===== src/design/wsd_pkg.sv =====
`default_nettype none

package wsd_pkg;

    // window geometry
    localparam int WINDOW_MAX = 32;
    localparam int IDX_W      = $clog2(WINDOW_MAX);
    localparam int CNT_W      = $clog2(WINDOW_MAX + 1);

    // field widths
    localparam int SAMPLE_W   = 21;
    localparam int MAG_W      = 20;
    localparam int TOL_W      = 14;
    localparam int TICK_W     = 20;
    localparam int LEN_CFG_W  = 6;
    localparam int OP_W       = 3;
    localparam int KIND_W     = 2;
    localparam int CFG_ADDR_W = 2;
    localparam int CFG_DATA_W = 20;

    // window sum and serial divider
    localparam int SUM_W      = SAMPLE_W + IDX_W;
    localparam int DIV_CNT_W  = $clog2(SUM_W);

    // stream widths
    localparam int IN_TDATA_W   = ((SAMPLE_W + MAG_W + 7) / 8) * 8;
    localparam int IN_TUSER_W   = OP_W;
    localparam int OUT_TDATA_W  = ((SAMPLE_W + 1 + 7) / 8) * 8;
    localparam int OUT_TUSER_W  = KIND_W;

    // opcodes
    localparam logic [OP_W-1:0] OP_SAMPLE   = 3'd0;
    localparam logic [OP_W-1:0] OP_TICK     = 3'd1;
    localparam logic [OP_W-1:0] OP_START    = 3'd2;
    localparam logic [OP_W-1:0] OP_CONTINUE = 3'd3;
    localparam logic [OP_W-1:0] OP_CANCEL   = 3'd4;

    // result kinds
    localparam logic [KIND_W-1:0] KIND_READING = 2'd0;
    localparam logic [KIND_W-1:0] KIND_MEAN    = 2'd1;
    localparam logic [KIND_W-1:0] KIND_TIMEOUT = 2'd2;

    // register indexes
    localparam logic [CFG_ADDR_W-1:0] CFG_WINDOW_SAMPLES = 2'd0;
    localparam logic [CFG_ADDR_W-1:0] CFG_TOLERANCE      = 2'd1;
    localparam logic [CFG_ADDR_W-1:0] CFG_TIMEOUT_TICKS  = 2'd2;

    // register reset values
    localparam logic [LEN_CFG_W-1:0] WINDOW_SAMPLES_RST = 6'd10;
    localparam logic [TOL_W-1:0]     TOLERANCE_RST      = 14'd5;
    localparam logic [TICK_W-1:0]    TIMEOUT_TICKS_RST  = 20'd15000;

    typedef enum logic [2:0] {
        S_IDLE,
        S_SCAN,
        S_CHECK,
        S_DIV,
        S_EMIT
    } t_state;

    typedef struct packed {
        logic [KIND_W-1:0]          kind;
        logic signed [SAMPLE_W-1:0] weight;
        logic                       stable;
        logic                       last;
    } t_result;

    localparam t_result RES_TIMEOUT = '{
        kind:   KIND_TIMEOUT,
        weight: '0,
        stable: 1'b0,
        last:   1'b1
    };

    // window length from the register, held to 1..WINDOW_MAX
    function automatic logic [CNT_W-1:0] clamp_len(input logic [LEN_CFG_W-1:0] v);
        int t;
        t = int'(v);
        if (t < 1) begin
            t = 1;
        end
        if (t > WINDOW_MAX) begin
            t = WINDOW_MAX;
        end
        return CNT_W'(t);
    endfunction

endpackage

`default_nettype wire


===== src/design/weight_stability_detector.sv =====
// channel   dir  tdata (low bit up)                        tuser     tlast
// s_axis    in   sample_weight[20:0] min_magnitude[40:21]   opcode    -
// m_axis    out  weight_out[20:0] is_stable[21]            kind      last
// cfg       in   i_cfg_addr = register index, i_cfg_wdata = value, i_cfg_we
//
// tick, start, continue, cancel and a sample that leaves the window short are
// decided in the idle state; each result then passes through the output register.
// a sample that fills the window rotates the 32-cell chain once, judges the
// spread and, when stable, runs the serial divider for the mean before the
// first result.
// synchronous active-low reset clears control state; window cells hold junk
// until written. a stalled output holds its item and blocks further work.
`default_nettype none

module weight_stability_detector (
    input  wire logic                                  i_clk,
    input  wire logic                                  i_rst_n,
    // input items
    input  wire logic                                  s_axis_tvalid,
    output logic                                       s_axis_tready,
    // sample_weight[20:0], min_magnitude[40:21], zero pad
    input  wire logic [wsd_pkg::IN_TDATA_W-1:0]        s_axis_tdata,
    // opcode[2:0]
    input  wire logic [wsd_pkg::IN_TUSER_W-1:0]        s_axis_tuser,
    // result items
    output logic                                       m_axis_tvalid,
    input  wire logic                                  m_axis_tready,
    // weight_out[20:0], is_stable[21], zero pad
    output logic [wsd_pkg::OUT_TDATA_W-1:0]            m_axis_tdata,
    // kind[1:0]
    output logic [wsd_pkg::OUT_TUSER_W-1:0]            m_axis_tuser,
    output logic                                       m_axis_tlast,
    // configuration writes
    input  wire logic                                  i_cfg_we,
    input  wire logic [wsd_pkg::CFG_ADDR_W-1:0]        i_cfg_addr,
    input  wire logic [wsd_pkg::CFG_DATA_W-1:0]        i_cfg_wdata
);
    import wsd_pkg::*;

    // configuration
    logic [LEN_CFG_W-1:0]       r_cfg_win;
    logic [TOL_W-1:0]           r_cfg_tol;
    logic [TICK_W-1:0]          r_cfg_to;

    // control state
    t_state                     r_state, n_state;
    logic                       r_armed, n_armed;
    logic [CNT_W-1:0]           r_fill, n_fill;
    logic [CNT_W-1:0]           r_len, n_len;
    logic [MAG_W-1:0]           r_min, n_min;
    logic [TICK_W-1:0]          r_elapsed, n_elapsed;
    logic                       r_pidx, n_pidx;
    logic                       r_out_valid, n_out_valid;

    // payload
    logic signed [SAMPLE_W-1:0] r_w, n_w;
    logic                       r_to_hit, n_to_hit;
    logic [IDX_W-1:0]           r_k, n_k;
    logic signed [SAMPLE_W-1:0] r_lo, n_lo;
    logic signed [SAMPLE_W-1:0] r_hi, n_hi;
    logic signed [SUM_W-1:0]    r_sum, n_sum;
    t_result                    r_pend [2];
    t_result                    n_pend [2];
    t_result                    r_out, n_out;

    // input decode
    logic                       accept_in;
    logic [OP_W-1:0]            op;
    logic signed [SAMPLE_W-1:0] in_w;
    logic [MAG_W-1:0]           in_min;

    // sample qualification
    logic                       fill_zero;
    logic [CNT_W-1:0]           len_eff;
    logic [TICK_W-1:0]          el_eff;
    logic [SAMPLE_W-1:0]        mag;
    logic                       mag_ok;
    logic [CNT_W-1:0]           fill_next;
    logic                       full_next;
    logic                       to_hit;
    logic [TICK_W-1:0]          el_tick;
    logic                       tick_to;
    logic                       append;

    // scan and judge
    logic signed [SAMPLE_W-1:0] tap;
    logic                       incl;
    logic signed [SAMPLE_W:0]   spread;
    logic                       stable;
    logic                       scan_end;
    logic                       out_free;

    // divider
    logic                       div_start;
    logic                       div_done;
    logic signed [SAMPLE_W-1:0] div_q;

    // window chain
    logic signed [SAMPLE_W-1:0] c_q [WINDOW_MAX];
    logic signed [SAMPLE_W-1:0] c_d [WINDOW_MAX];
    logic                       cell_en;

    assign accept_in = s_axis_tvalid && s_axis_tready;
    assign op        = s_axis_tuser[OP_W-1:0];
    assign in_w      = s_axis_tdata[SAMPLE_W-1:0];
    assign in_min    = s_axis_tdata[SAMPLE_W+MAG_W-1:SAMPLE_W];

    // sample checks against the window as this item sees it
    assign fill_zero = (r_fill == '0);
    assign len_eff   = fill_zero ? clamp_len(r_cfg_win) : r_len;
    assign el_eff    = fill_zero ? '0 : r_elapsed;
    assign mag       = in_w[SAMPLE_W-1] ? SAMPLE_W'(-in_w) : in_w;
    assign mag_ok    = mag >= {1'b0, r_min};
    assign fill_next = (r_fill < len_eff) ? r_fill + 1'b1 : r_fill;
    assign full_next = (fill_next == len_eff);
    assign to_hit    = el_eff > r_cfg_to;
    assign append    = accept_in && (op == OP_SAMPLE) && r_armed && mag_ok;

    // tick counting, saturating
    assign el_tick = (r_fill != '0 && r_elapsed != '1) ? r_elapsed + 1'b1 : r_elapsed;
    assign tick_to = r_armed && (el_tick > r_cfg_to);

    // scan tap: cell k steps from the end holds window index WINDOW_MAX-1-k
    assign tap      = c_q[WINDOW_MAX-1];
    assign incl     = ((CNT_W+1)'(r_k) + (CNT_W+1)'(r_len)) >= (CNT_W+1)'(WINDOW_MAX);
    assign scan_end = (r_k == IDX_W'(WINDOW_MAX - 1));
    assign spread   = {r_hi[SAMPLE_W-1], r_hi} - {r_lo[SAMPLE_W-1], r_lo};
    assign stable   = $unsigned(spread) <= (SAMPLE_W+1)'(r_cfg_tol);
    assign out_free = !r_out_valid || m_axis_tready;

    assign div_start = (r_state == S_CHECK) && stable;
    assign cell_en   = append || (r_state == S_SCAN);

    // chain of window cells, newest in cell 0, rotating during the scan
    for (genvar g = 0; g < WINDOW_MAX; g++) begin : g_cell
        if (g == 0) begin : g_head
            assign c_d[g] = (r_state == S_SCAN) ? tap : in_w;
        end else begin : g_body
            assign c_d[g] = c_q[g-1];
        end
        wsd_cell u_cell (
            .i_clk (i_clk),
            .i_en  (cell_en),
            .i_d   (c_d[g]),
            .o_q   (c_q[g])
        );
    end

    // serial divider for the window mean
    wsd_div u_div (
        .i_clk      (i_clk),
        .i_rst_n    (i_rst_n),
        .i_start    (div_start),
        .i_dividend (r_sum),
        .i_divisor  (r_len),
        .o_done     (div_done),
        .o_quotient (div_q)
    );

    // next state
    always_comb begin
        n_state = r_state;
        unique case (r_state)
            S_IDLE: begin
                if (accept_in) begin
                    if (op == OP_SAMPLE && r_armed) begin
                        if (mag_ok && full_next) begin
                            n_state = S_SCAN;
                        end else if (mag_ok || to_hit) begin
                            n_state = S_EMIT;
                        end
                    end else if (op == OP_TICK && tick_to) begin
                        n_state = S_EMIT;
                    end
                end
            end
            S_SCAN: begin
                if (scan_end) begin
                    n_state = S_CHECK;
                end
            end
            S_CHECK: begin
                n_state = stable ? S_DIV : S_EMIT;
            end
            S_DIV: begin
                if (div_done) begin
                    n_state = S_EMIT;
                end
            end
            S_EMIT: begin
                if (out_free && r_pend[r_pidx].last) begin
                    n_state = S_IDLE;
                end
            end
            default: begin
                n_state = S_IDLE;
            end
        endcase
    end

    // state updates and results
    always_comb begin
        n_armed     = r_armed;
        n_fill      = r_fill;
        n_len       = r_len;
        n_min       = r_min;
        n_elapsed   = r_elapsed;
        n_pidx      = r_pidx;
        n_out_valid = r_out_valid;
        n_w         = r_w;
        n_to_hit    = r_to_hit;
        n_k         = r_k;
        n_lo        = r_lo;
        n_hi        = r_hi;
        n_sum       = r_sum;
        n_pend      = r_pend;
        n_out       = r_out;

        // output register drains
        if (r_out_valid && m_axis_tready) begin
            n_out_valid = 1'b0;
        end

        unique case (r_state)
            S_IDLE: begin
                if (accept_in) begin
                    n_pidx = 1'b0;
                    unique case (op)
                        OP_SAMPLE: begin
                            if (r_armed) begin
                                if (fill_zero) begin
                                    n_len     = len_eff;
                                    n_elapsed = '0;
                                end
                                if (mag_ok) begin
                                    n_fill   = fill_next;
                                    n_w      = in_w;
                                    n_to_hit = to_hit;
                                    n_k      = '0;
                                    n_lo     = {1'b0, {(SAMPLE_W-1){1'b1}}};
                                    n_hi     = {1'b1, {(SAMPLE_W-1){1'b0}}};
                                    n_sum    = '0;
                                    if (!full_next) begin
                                        n_pend[0] = '{kind: KIND_READING, weight: in_w,
                                                      stable: 1'b0, last: !to_hit};
                                        n_pend[1] = RES_TIMEOUT;
                                        if (to_hit) begin
                                            n_armed = 1'b0;
                                        end
                                    end
                                end else if (to_hit) begin
                                    n_pend[0] = RES_TIMEOUT;
                                    n_armed   = 1'b0;
                                end
                            end
                        end
                        OP_TICK: begin
                            n_elapsed = el_tick;
                            if (tick_to) begin
                                n_pend[0] = RES_TIMEOUT;
                                n_armed   = 1'b0;
                            end
                        end
                        OP_START: begin
                            n_min     = in_min;
                            n_fill    = '0;
                            n_elapsed = '0;
                            n_armed   = 1'b1;
                        end
                        OP_CONTINUE: begin
                            n_min   = in_min;
                            n_armed = 1'b1;
                        end
                        OP_CANCEL: begin
                            n_armed = 1'b0;
                        end
                        default: begin
                        end
                    endcase
                end
            end
            S_SCAN: begin
                // fold the tap into spread and sum when inside the window
                n_k = r_k + 1'b1;
                if (incl) begin
                    if (tap < r_lo) begin
                        n_lo = tap;
                    end
                    if (tap > r_hi) begin
                        n_hi = tap;
                    end
                    n_sum = r_sum + {{(SUM_W-SAMPLE_W){tap[SAMPLE_W-1]}}, tap};
                end
            end
            S_CHECK: begin
                n_pidx = 1'b0;
                if (stable) begin
                    n_pend[0] = '{kind: KIND_READING, weight: r_w, stable: 1'b1, last: 1'b0};
                    n_elapsed = '0;
                    n_armed   = 1'b0;
                end else begin
                    n_pend[0] = '{kind: KIND_READING, weight: r_w,
                                  stable: 1'b0, last: !r_to_hit};
                    n_pend[1] = RES_TIMEOUT;
                    if (r_to_hit) begin
                        n_armed = 1'b0;
                    end
                end
            end
            S_DIV: begin
                if (div_done) begin
                    n_pend[1] = '{kind: KIND_MEAN, weight: div_q, stable: 1'b1, last: 1'b1};
                end
            end
            S_EMIT: begin
                if (out_free) begin
                    n_out       = r_pend[r_pidx];
                    n_out_valid = 1'b1;
                    n_pidx      = !r_pidx;
                end
            end
            default: begin
            end
        endcase
    end

    // control registers
    always_ff @(posedge i_clk) begin
        if (!i_rst_n) begin
            r_state     <= S_IDLE;
            r_armed     <= 1'b0;
            r_fill      <= '0;
            r_len       <= CNT_W'(WINDOW_MAX);
            r_min       <= '0;
            r_elapsed   <= '0;
            r_pidx      <= 1'b0;
            r_out_valid <= 1'b0;
            r_cfg_win   <= WINDOW_SAMPLES_RST;
            r_cfg_tol   <= TOLERANCE_RST;
            r_cfg_to    <= TIMEOUT_TICKS_RST;
        end else begin
            r_state     <= n_state;
            r_armed     <= n_armed;
            r_fill      <= n_fill;
            r_len       <= n_len;
            r_min       <= n_min;
            r_elapsed   <= n_elapsed;
            r_pidx      <= n_pidx;
            r_out_valid <= n_out_valid;
            if (i_cfg_we) begin
                unique case (i_cfg_addr)
                    CFG_WINDOW_SAMPLES: r_cfg_win <= i_cfg_wdata[LEN_CFG_W-1:0];
                    CFG_TOLERANCE:      r_cfg_tol <= i_cfg_wdata[TOL_W-1:0];
                    CFG_TIMEOUT_TICKS:  r_cfg_to  <= i_cfg_wdata[TICK_W-1:0];
                    default: begin
                    end
                endcase
            end
        end
    end

    // payload registers
    always_ff @(posedge i_clk) begin
        r_w      <= n_w;
        r_to_hit <= n_to_hit;
        r_k      <= n_k;
        r_lo     <= n_lo;
        r_hi     <= n_hi;
        r_sum    <= n_sum;
        r_pend   <= n_pend;
        r_out    <= n_out;
    end

    // ports
    assign s_axis_tready = (r_state == S_IDLE);
    assign m_axis_tvalid = r_out_valid;
    assign m_axis_tdata  = {{(OUT_TDATA_W-SAMPLE_W-1){1'b0}}, r_out.stable, r_out.weight};
    assign m_axis_tuser  = r_out.kind;
    assign m_axis_tlast  = r_out.last;

endmodule

`default_nettype wire


===== src/design/wsd_cell.sv =====
`default_nettype none

module wsd_cell (
    input  wire logic                                 i_clk,
    input  wire logic                                 i_en,
    input  wire logic signed [wsd_pkg::SAMPLE_W-1:0]  i_d,
    output logic signed [wsd_pkg::SAMPLE_W-1:0]       o_q
);
    import wsd_pkg::*;

    logic signed [SAMPLE_W-1:0] r_q;

    // one window slot, takes its neighbor's value on a shift
    always_ff @(posedge i_clk) begin
        if (i_en) begin
            r_q <= i_d;
        end
    end

    assign o_q = r_q;

endmodule

`default_nettype wire


===== src/design/wsd_div.sv =====
`default_nettype none

module wsd_div (
    input  wire logic                                 i_clk,
    input  wire logic                                 i_rst_n,
    input  wire logic                                 i_start,
    input  wire logic signed [wsd_pkg::SUM_W-1:0]     i_dividend,
    input  wire logic [wsd_pkg::CNT_W-1:0]            i_divisor,
    output logic                                      o_done,
    output logic signed [wsd_pkg::SAMPLE_W-1:0]      o_quotient
);
    import wsd_pkg::*;

    logic                   r_busy;
    logic                   r_done;
    logic [DIV_CNT_W-1:0]   r_cnt;
    logic [CNT_W-1:0]       r_rem;
    logic [CNT_W-1:0]       r_div;
    logic [SUM_W-1:0]       r_quo;
    logic                   r_neg;

    logic [CNT_W:0]         shifted;
    logic                   fits;
    logic [CNT_W-1:0]       rem_next;
    logic [SAMPLE_W-1:0]    quo_lo;

    // one restoring step per cycle on the magnitude
    assign shifted  = {r_rem, r_quo[SUM_W-1]};
    assign fits     = shifted >= {1'b0, r_div};
    assign rem_next = fits ? CNT_W'(shifted - {1'b0, r_div}) : CNT_W'(shifted);

    // control
    always_ff @(posedge i_clk) begin
        if (!i_rst_n) begin
            r_busy <= 1'b0;
            r_done <= 1'b0;
        end else begin
            r_done <= 1'b0;
            if (i_start) begin
                r_busy <= 1'b1;
            end else if (r_busy && r_cnt == '0) begin
                r_busy <= 1'b0;
                r_done <= 1'b1;
            end
        end
    end

    // datapath
    always_ff @(posedge i_clk) begin
        if (i_start) begin
            r_neg <= i_dividend[SUM_W-1];
            r_quo <= i_dividend[SUM_W-1] ? SUM_W'(-i_dividend) : SUM_W'(i_dividend);
            r_rem <= '0;
            r_div <= i_divisor;
            r_cnt <= DIV_CNT_W'(SUM_W - 1);
        end else if (r_busy) begin
            r_rem <= rem_next;
            r_quo <= {r_quo[SUM_W-2:0], fits};
            r_cnt <= r_cnt - 1'b1;
        end
    end

    // truncate toward zero: negate the magnitude quotient
    assign quo_lo     = r_quo[SAMPLE_W-1:0];
    assign o_quotient = r_neg ? SAMPLE_W'(-quo_lo) : quo_lo;
    assign o_done     = r_done;

endmodule

`default_nettype wire


===== config.mk =====
export PLATFORM = sky130hd
export DESIGN_NAME = weight_stability_detector
export DESIGN_NICKNAME = d
export VERILOG_FILES = /design/src/design/wsd_pkg.sv /design/src/design/weight_stability_detector.sv /design/src/design/wsd_cell.sv /design/src/design/wsd_div.sv
export SDC_FILE = /design/constraint.sdc
export NUM_CORES = 1
export LEC_CHECK = 0
export ABC_CLOCK_PERIOD_IN_PS = 107600
export BUFFER_PORTS_ARGS = -buffer_cell sky130_fd_sc_hd__buf_4
export CORE_AREA = 2 2 303 305
export DETAILED_ROUTE_END_ITERATION = 12
export DIE_AREA = 0 0 305 307
export HOLD_SLACK_MARGIN = 0.06
export PLACE_DENSITY_LB_ADDON = 0.05
export SYNTH_ARGS = -nofsm -noshare
export SYNTH_HDL_FRONTEND = slang
export SYNTH_SLANG_ARGS = --single-unit

===== constraint.sdc =====
create_clock -name i_clk -period 107.6 [get_ports i_clk]
set_input_delay 0 -clock i_clk [delete_from_list [all_inputs] [get_ports i_clk]]
set_output_delay 0 -clock i_clk [all_outputs]
set_load 0.02 [all_outputs]

Yosys cells after proc, flatten, opt, wreduce, memory -nomap -nowiden

Cells that the tools add are included.

Logic and storage cells: 277
ROM bits: 0
Bits in latches: 0
Flip-flop bits (word level): 986
Input port bits: 78
Memories: 0
Output and inout bits: 29
Bits in writable memories: 0

Divide/modulo/power cells: 0
Bitwise gates (word level): 2
Multipliers: 0
Multiplexer cells: 92
Shift-type cells: 0
$add $sub $neg: 11
Reduce and logical (&&, ||, !) cells: 53
$lt $le $gt $ge: 12
Equality and inequality tests: 39

Operator list:

| kind                  | number |
|---|---|
| $mux W21              | 15 |
| $mux W25              | 10 |
| $mux W26              | 8 |
| $mux W50              | 3 |
| $mux W20              | 5 |
| $pmux W25 S2          | 2 |
| $pmux W21 S2          | 2 |
| $pmux W25 S3          | 1 |
| $pmux W20 S3          | 1 |
| $pmux W26 S2          | 1 |
| $mux W6               | 7 |
| $neg A21 Y21          | 2 |
| $gt A20 B20 Y1        | 2 |
| $pmux W20 S2          | 1 |
| $gt A32 B7 Y1 const B | 1 |
| $reduce_and A5 Y1     | 6 |
| $mux W3               | 9 |
| $add A26 B26 Y26      | 1 |
| $neg A26 Y26          | 1 |
| $le A22 B14 Y1        | 1 |
| $sub A21 B21 Y22      | 1 |
| $ge A21 B20 Y1        | 1 |
| $gt A21 B21 Y1        | 1 |
| $lt A21 B21 Y1        | 1 |
| 54 further kinds      | 126 |

Longest topological paths before layout

Gate-level depths: netlist of run 1.

Depth after elaboration: 14
Mapped depth: 23
Gate-level depth less buffers: 22

Modules after synthesis

A second synthesis of run 1 with hierarchy kept.

Cells, all modules: 2819
Area, all modules: 40326.2 um2

By module, submodules not included:

| module                    | cells each | instances | area an instance (um2) | seq. area each (um2) |
|---|---|---|---|---|
| wsd_cell                  | 21         | 32        | 630.6                  | 630.6 |
| weight_stability_detector | 1821       | 1         | 17067.6                | 6976.7 |
| wsd_div                   | 326        | 1         | 3079.2                 | 1251.2 |

Worst setup path before layout of run 1

No wires, ideal clock.

Path type: input -> register
Start: input port s_axis_tdata[7] (netlist bit)
End: register g_cell[0].u_cell.r_q[0], enable pin
Data required time: 105568 ps
Path buffers: 0
Setup slack: 68462 ps
Data arrival time: 37107 ps
Cell stages on the path: 13
Cells stage by stage: or4_1 -> or3_1 -> or2_2 -> or3_1 -> o21ai_0 -> xnor2_1 -> ha_1 -> nand4_1 -> or3_1 -> o221ai_1 -> a31oi_1 -> nor2_1 -> a2bb2oi_1

Longest elaborated chain between the ends: 5

RTL lines:

| element               | RTL line                         | source |
|---|---|---|
| from (decl)           | weight_stability_detector.sv:22  | `input wire logic [wsd_pkg::IN_TDATA_W-1:0] s_axis_tdata,` |
| $neg A21 Y21          | weight_stability_detector.sv:112 | `assign mag = in_w[SAMPLE_W-1] ? SAMPLE_W'(-in_w) : in_w;` |
| $mux W21 *            | weight_stability_detector.sv:112 |  |
| $ge A21 B20 Y1 *      | weight_stability_detector.sv:113 | `assign mag_ok = mag >= {1'b0, r_min};` |
| $logic_and A1 B1 Y1 * | weight_stability_detector.sv:117 | `assign append = accept_in && (op == OP_SAMPLE) && r_armed && mag_ok;` |
| $logic_or A1 B1 Y1 *  | weight_stability_detector.sv:132 | `assign cell_en = append \|\| (r_state == S_SCAN);` |
| net cell_en           | weight_stability_detector.sv:101 | `logic cell_en;` |
| to (signal assigned)  | wsd_cell.sv:16                   | `r_q <= i_d;` |
| to (decl)             | wsd_cell.sv:11                   | `logic signed [SAMPLE_W-1:0] r_q;` |

Mark *: on every way through the listed nets, which the timed path passes. The rest lies on a longest branch.
A chain may end at the register's enable or synchronous reset.

Worst setup path in the final report of run 1

Start: input port s_axis_tdata[7] (netlist bit)
End: register g_cell[24].u_cell.r_q[5], enable pin

Longest elaborated chain between the ends: 5

RTL lines:

| element               | RTL line |
|---|---|
| $neg A21 Y21          | weight_stability_detector.sv:112 |
| $mux W21 *            | weight_stability_detector.sv:112 |
| $ge A21 B20 Y1 *      | weight_stability_detector.sv:113 |
| $logic_and A1 B1 Y1 * | weight_stability_detector.sv:117 |
| $logic_or A1 B1 Y1 *  | weight_stability_detector.sv:132 |
| net cell_en           | weight_stability_detector.sv:101 |
| to (signal assigned)  | wsd_cell.sv:16 |
| to (decl)             | wsd_cell.sv:11 |

Marks and branches as above.

==> flow_summary.toml, run 1 <==
[setup_path]
cp_num_buf_inv = 5
path_cells = "dlygate4sd3_1 > buf_4 > or4_1 > or3_1 > or2_2 > or3_1 > o21ai_0 > xnor2_1 > ha_1 > nand4_1 > or3_1 > o221ai_1 > a31oi_1 > nor2_1 > a2bb2oi_4 > buf_4 > buf_4 > buf_4"
critPathSlowestCell = "buf_4"
cp-end-kind = "flop"
slowest_delay_ns = 1.03
crit_path_frequent_cell = "buf_4"
crit_required_ns = 107.88
startpoint_type = "primary input"
critPathMaxFanout = 97
critPathTopFamily = "buffers and inverters"
critPathArrivalTime_ns = 7.44
path_class = "primary input to flop"

[clock_tree]
postCtsSetupRepairBufs = 0
cts_buffers = 102
clk_pin_slew_ns = 0.06
htreeDepth = 3
cts_tree = "done"
cts.root.buffer_cell = "clkbuf_16"
ctsLongestPathBuffers = 3
holdBufCountCts = 106
clk-insertion-delay-late_ns = 0.68
post_cts_resize_count = 0
cts_sinks = 983

[route]
drt_iter0_drc = 1855
drc = 0
viasPerCell = 5.29
postRouteAntennaNets = 0
vias = 23000
wl_mm = 85.5
first_pass_iters = 5
wl_per_cell_um = 19.6

[place]
post-place-ws_ns = 100.16
dp_hpwl_mm = 57.1
io_buffer_count = 97
routabilityCongestion = 0.865

[yosys]
yosys_warnings = 0
synth_area_leaders = "edfxtp_1 65%, ha_1 5.7%, dfxtp_1 5.5%"
synth_cell_types = 82
async_flop_share = 0
synth_seq_cells = 983
synth_edf_count = 872
yosys.area.top_type = "edfxtp_1"
netlist_area_um2 = 40400
synth_top_area_share = 0.648
syn_avg_cell_area_um2 = 14.3
synth_cells = 2831
ys_seq_area_frac = 0.703
synthFlopType = "edfxtp_1"

[grt]
antenna_found_initial = 7
grt_max_degree = 188
grt_pass1_wl_mm = 133
grt_pass1_vias = 22900
grt_overflow = 0
grt_usage = 0.183

[sta]
setup_violations = 0
fin_crit_ns = 7.17
fin_crit_sh = 0.0666
fin_setup_tns_ns = 0
fin_worst_skew_ns = 0.0236
finalHoldViolations = 0
worst_pin_slew_ns = 1.22
worst_slack_ns = 100.43
worst_hold_slack_ns = 0.129
fmax_mhz = 140
final_max_slew_viol_count = 0
rsz0062_at_grt = "no"
relSlewSlack = 0.187

[power]
power.switching_mw = 0.324
p_total_mw = 1.17
peakVddDrop_v = 0.0000153
power_switching_share = 0.278
clockPowerShare = 0.302
power_frac_seq = 0.515
p_int_mw = 0.844
cellPowerDensity_nw_per_um2 = 24.8
pwr-share-comb = 0.183
leakagePower_nw = 16.6

[floorplan]
io_pins = 107
fp-row-count = 111
die_x_um = 305
die-area_um2 = 93600
start_util = 0.446
core_um2 = 90700
die_height_um = 307

[cells_and_area]
drive_above_1_share = 0.113
syn2layout_area_growth_pct = 16.3
n_fill_cell = 7613
diodes = 0
fin_nets = 3350

[worst_hold_path]
hold_class = "primary input to flop"

[run]
drv_cap = 0

[run_status]
status = "completed"
## cell usage after synthesis, types with 31 or more instances
master	n
nor3_1	37
nand4_1	31
nand3_1	32
and2_1	52
edfxtp_1	872
nand2b_1	43
clkbuf_1	73
xnor2_1	75
ha_1	185
nand2_1	282
a21boi_0	50
dfxtp_1	111
mux2_2	45
nor2_1	131
a21oi_1	91
a21o_1	45
xor2_1	43
inv_1	151
o21ai_0	114
nor2b_1	34
## worst reg2reg max path: cells and delay by family, from the launching register on
| kind | cells | cell delay [ns] |
|---|---|---|
| AND/OR/NAND/NOR | 8 | 2.88 |
| AO/OA/AOI/OAI | 5 | 1.39 |
| adder cells (fa/ha/maj) | 3 | 0.90 |
| flip-flops | 1 | 0.40 |
| XOR/XNOR | 1 | 0.30 |
| buffers and inverters | 2 | 0.13 |
## cells in the final DEF, fill, tap and decap left out, types with 26 or more instances in the layout
master         count
nor2_1           131
nor3_1            35
dlygate4sd3_1    106
o31ai_1           26
xor2_1            43
inv_1            151
a21boi_0          50
nand2b_1          43
and2_1            52
nand3_1           32
o211ai_1          26
a21oi_1           90
ha_1             185
nor2b_1           33
o21ai_0          114
mux2_2            45
clkbuf_16        106
nand4_1           31
dfxtp_1          111
buf_4            122
nand2_1          282
xnor2_1           75
edfxtp_1         872
a21o_1            45
## cell families after synthesis
| group | Yosys count | share of synthesized area |
|---|---|---|
| DFF | 983 | 0.703 |
| and+or+nand+nor | 746 | 0.0905 |
| AOI/OAI and AO/OA | 489 | 0.0809 |
| buffers and inverters | 234 | 0.0221 |
| adders and majority gates | 189 | 0.0592 |
| xor gates and xnor gates | 118 | 0.0256 |
| muxes | 71 | 0.0191 |
| other | 1 | 0.0000927 |
## area by class of cell
cell class	count	area, um2	share of cell area
clock buffer	130	2770	0.0588
inverter	152	571	0.0121
timing repair buffer	229	2000	0.0425
tap	1186	1480	0.0316
sequential	983	28400	0.604
clock inverter	60	599	0.0127
multi-input combinational	1615	11200	0.238
## path summary, 6_finish.rpt
| path | slack, ns | depth (start not counted) | start | end |
|---|---|---|---|---|
| setup / recovery | 100.43 | 18 | s_axis_tdata[7] | g_cell[24].u_cell.o_q[5] |
| hold / removal | 0.13 | 4 | i_cfg_wdata[12] | r_cfg_to[12] |
| setup reg to reg | 101.15 | 19 | r_hi[0] | u_div.r_quo[24] |
| hold reg to reg | 0.40 | 0 | g_cell[11].u_cell.o_q[1] | g_cell[12].u_cell.o_q[1] |
## flip-flops by register name, summed over array words and instances, names as in the netlist, 2 cells and up
name / cells
g_cell.u_cell.o_q: 672
m_axis_tdata: 22
m_axis_tuser: 2
r_cfg_to: 20
r_cfg_tol: 14
r_cfg_win: 6
r_elapsed: 20
r_fill: 6
r_hi: 21
r_k: 5
r_len: 6
r_lo: 21
r_min: 20
r_pend: 47
r_state: 3
r_sum: 26
r_w: 21
u_div.r_cnt: 5
u_div.r_div: 6
u_div.r_quo: 26
u_div.r_rem: 6
## power groups by stage
stage               Clock, mW  Combinational (mW)  Sequential, mW
CTS                     0.364               0.217           0.605
detailed placement          0               0.213           0.610
global placement            0               0.207           0.608
floorplan                   0               0.148           0.714
finish                  0.353               0.214           0.602
global route            0.378               0.240           0.613
## stage by stage
step / utilization / instances / instance area, um2
floorplan: - / 2832 / 40400
global placement: 0.470 / 4059 / 42600
detailed placement: 0.470 / 4059 / 42600
CTS: 0.518 / 4355 / 47000
global route: 0.518 / 4355 / 47000
finish: 0.518 / 4355 / 47000
## routing by layer
metal | vias up | track usage | part of all wire
met5 | - | 0 | 0
met4 | 0 | 0.0576 | 0.025
met3 | 134 | 0.0276 | 0.039
met2 | 430 | 0.280 | 0.44
met1 | 11400 | 0.271 | 0.49
li1 | 11000 | - | -
(Power assumes the default switching activity.)
==> inputs of run 2 (changes only) <==
- ABC_AREA: not set -> 1
- ABC_CLOCK_PERIOD_IN_PS: 107600 -> 5840
- clock period: 107.6 -> 5.84 ns (I/O delays scaled with it)
==> flow_summary.toml, run 2 <==
[yosys]
synth_cell_types = 53
synth_top_area_share = 0.650
synthFlopType = "edfxtp_1"
synth_edf_count = 872
synth_cells = 3201
yosys-top-cells-count = "872 x edfxtp_1, 510 x nand2_1, 380 x inv_1, 263 x a21oi_1, 221 x nor2_1"
async_flop_share = 0
synth_area_leaders = "edfxtp_1 65%, ha_1 5.7%, dfxtp_1 5.5%"
netlist_area_um2 = 40300
yosys.area.top_type = "edfxtp_1"
synth_seq_cells = 983
ys_seq_area_frac = 0.706
synth_most_common_cell = "edfxtp_1"
yosys_warnings = 0
syn_avg_cell_area_um2 = 12.6

[clock_tree]
post_cts_resize_count = 0
clk_pin_slew_ns = 0.06
htreeDepth = 3
cts_sinks = 983
cts_tree = "done"
cts.root.buffer_cell = "clkbuf_16"
ctsLongestPathBuffers = 3
clk-insertion-delay-late_ns = 0.67
cts_buffers = 102

[floorplan]
die_height_um = 307
core_um2 = 90700
die-area_um2 = 93600
die_x_um = 305
start_util = 0.444
fp-row-count = 111
io_pins = 107

[cells_and_area]
largest_reg_flops = 672
n_fill_cell = 7845
design_area_um2 = 47100
final_cell_mix = "872 x edfxtp_1, 508 x nand2_1, 376 x inv_1"
diodes = 0
layout_commonest_cell = "edfxtp_1"
seq_area_um2 = 28400
syn2layout_area_growth_pct = 17.0
multiInputGateArea_um2 = 10200
layoutNonFillerInstCount = 4767
fin_nets = 3765
drive_above_1_share = 0.0908

[setup_path]
crit_path_frequent_cell = "nand2_1"
startpoint_type = "flop"
path_class = "flop to flop"
critPathMaxFanout = 15
critPathArrivalTime_ns = 5.78
r2r_cells = 27
crit_required_ns = 6.45
cp-end-kind = "flop"
slowest_delay_ns = 0.56
critPathSlowestCell = "dlygate4sd3_1"

[sta]
fin_worst_skew_ns = 0.0304
setup_violations = 0
worst_slack_ns = 0.665
fin_crit_ns = 5.17
final_max_slew_viol_count = 0
worst_pin_slew_ns = 1.26
finalHoldViolations = 0
relSlewSlack = 0.162
rsz0062_at_grt = "no"
fmax_mhz = 193
fin_crit_sh = 0.886

[route]
wl_mm = 87.3
vias = 24300
drc = 0
drt_iter0_drc = 1758
wl_per_cell_um = 18.3
viasPerCell = 5.09
first_pass_iters = 7
postRouteAntennaNets = 0

[grt]
grt_max_degree = 99
grt_pass1_wl_mm = 136
grt_usage = 0.187
grt_overflow = 0
grt_pass1_vias = 24000
antenna_found_initial = 4

[run_status]
status = "completed"

[place]
routabilityCongestion = 0.893
dp.cells = 4458
dp_hpwl_mm = 58.9
post-place-ws_ns = 0.991
placed_area_um2 = 42700
io_buffer_count = 97

[power]
leakagePower_nw = 18.0
cellPowerDensity_nw_per_um2 = 310
peakVddDrop_v = 0.000207

[worst_hold_path]
hold_class = "primary input to flop"
hold_path_depth = 2

[run]
drv_cap = 0
## run 2: metal layers
metal / vias up / global-route usage / wire (um)
li1: 11900 / - / -
met1: 11700 / 0.266 / 41200
met2: 521 / 0.293 / 39500
met3: 152 / 0.0252 / 3680
met4: 0 / 0.0706 / 2890
met5: - / 0 / 0
## run 2: path summary, 6_finish.rpt
check	slack, ns	to	start
worst min register to register	0.40	g_cell[29].u_cell.o_q[7]	g_cell[28].u_cell.o_q[7]
worst min-delay path	0.12	r_w[6]	s_axis_tdata[6]
worst max-delay path	0.67	r_armed	r_fill[0]
worst max register to register	0.67	r_armed	r_fill[0]
## run 2: repair_timing
item                                   in CTS  in global routing
setup buffers                               0                  0
hold buffers                              122                  0
endpoints found under the hold margin     127                  0
## run 2: worst max-delay path: cells and delay by family, from the launching register on
family,cells,cell delay [ns]
compound gates,5,0.74
fa+ha+maj,2,0.56
buf+inv,7,1.96
flops,1,0.32
simple gates,13,1.52
## run 2: through the flow
step | hold slack [ns] | setup TNS [ns] | power, mW | util
CTS | 0.0603 | 0 | 14.8 | 0.520
global placement | 0.202 | 0 | 8.41 | 0.471
floorplan | 0.0989 | -5055.36 | 8.18 | -
finish | 0.122 | 0 | 14.6 | 0.520
detailed placement | 0.201 | 0 | 8.42 | 0.471
global route | 0.0807 | 0 | 15.1 | 0.520
## run 2: logic make-up after synthesis
kind of cell / Yosys count / share of synthesized area
flip-flops: 983 / 0.706
AND/OR/NAND/NOR: 916 / 0.0959
AO/OA/AOI/OAI: 570 / 0.0767
buffers and inverters: 454 / 0.0430
adder cells (fa/ha/maj): 189 / 0.0595
XOR/XNOR: 88 / 0.0191
other: 1 / 0.0000932
## run 2: cell type report
type                            instances  area share
Inverter                              388      0.0314
Timing Repair Buffer                  258      0.0502
Sequential cell                       983       0.603
Clock buffer                          130      0.0577
Clock inverter                         57      0.0103
Tap cell                             1186      0.0315
Multi-Input combinational cell       1765       0.216
## run 2: where the power goes
group / internal (mW) / leakage [nW] / switching [mW]
clock: 3.60 / 1.56 / 2.65
combinational: 0.244 / 7.71 / 0.447
sequential: 7.63 / 8.73 / 0.0245
total: 11.5 / 18.0 / 3.12
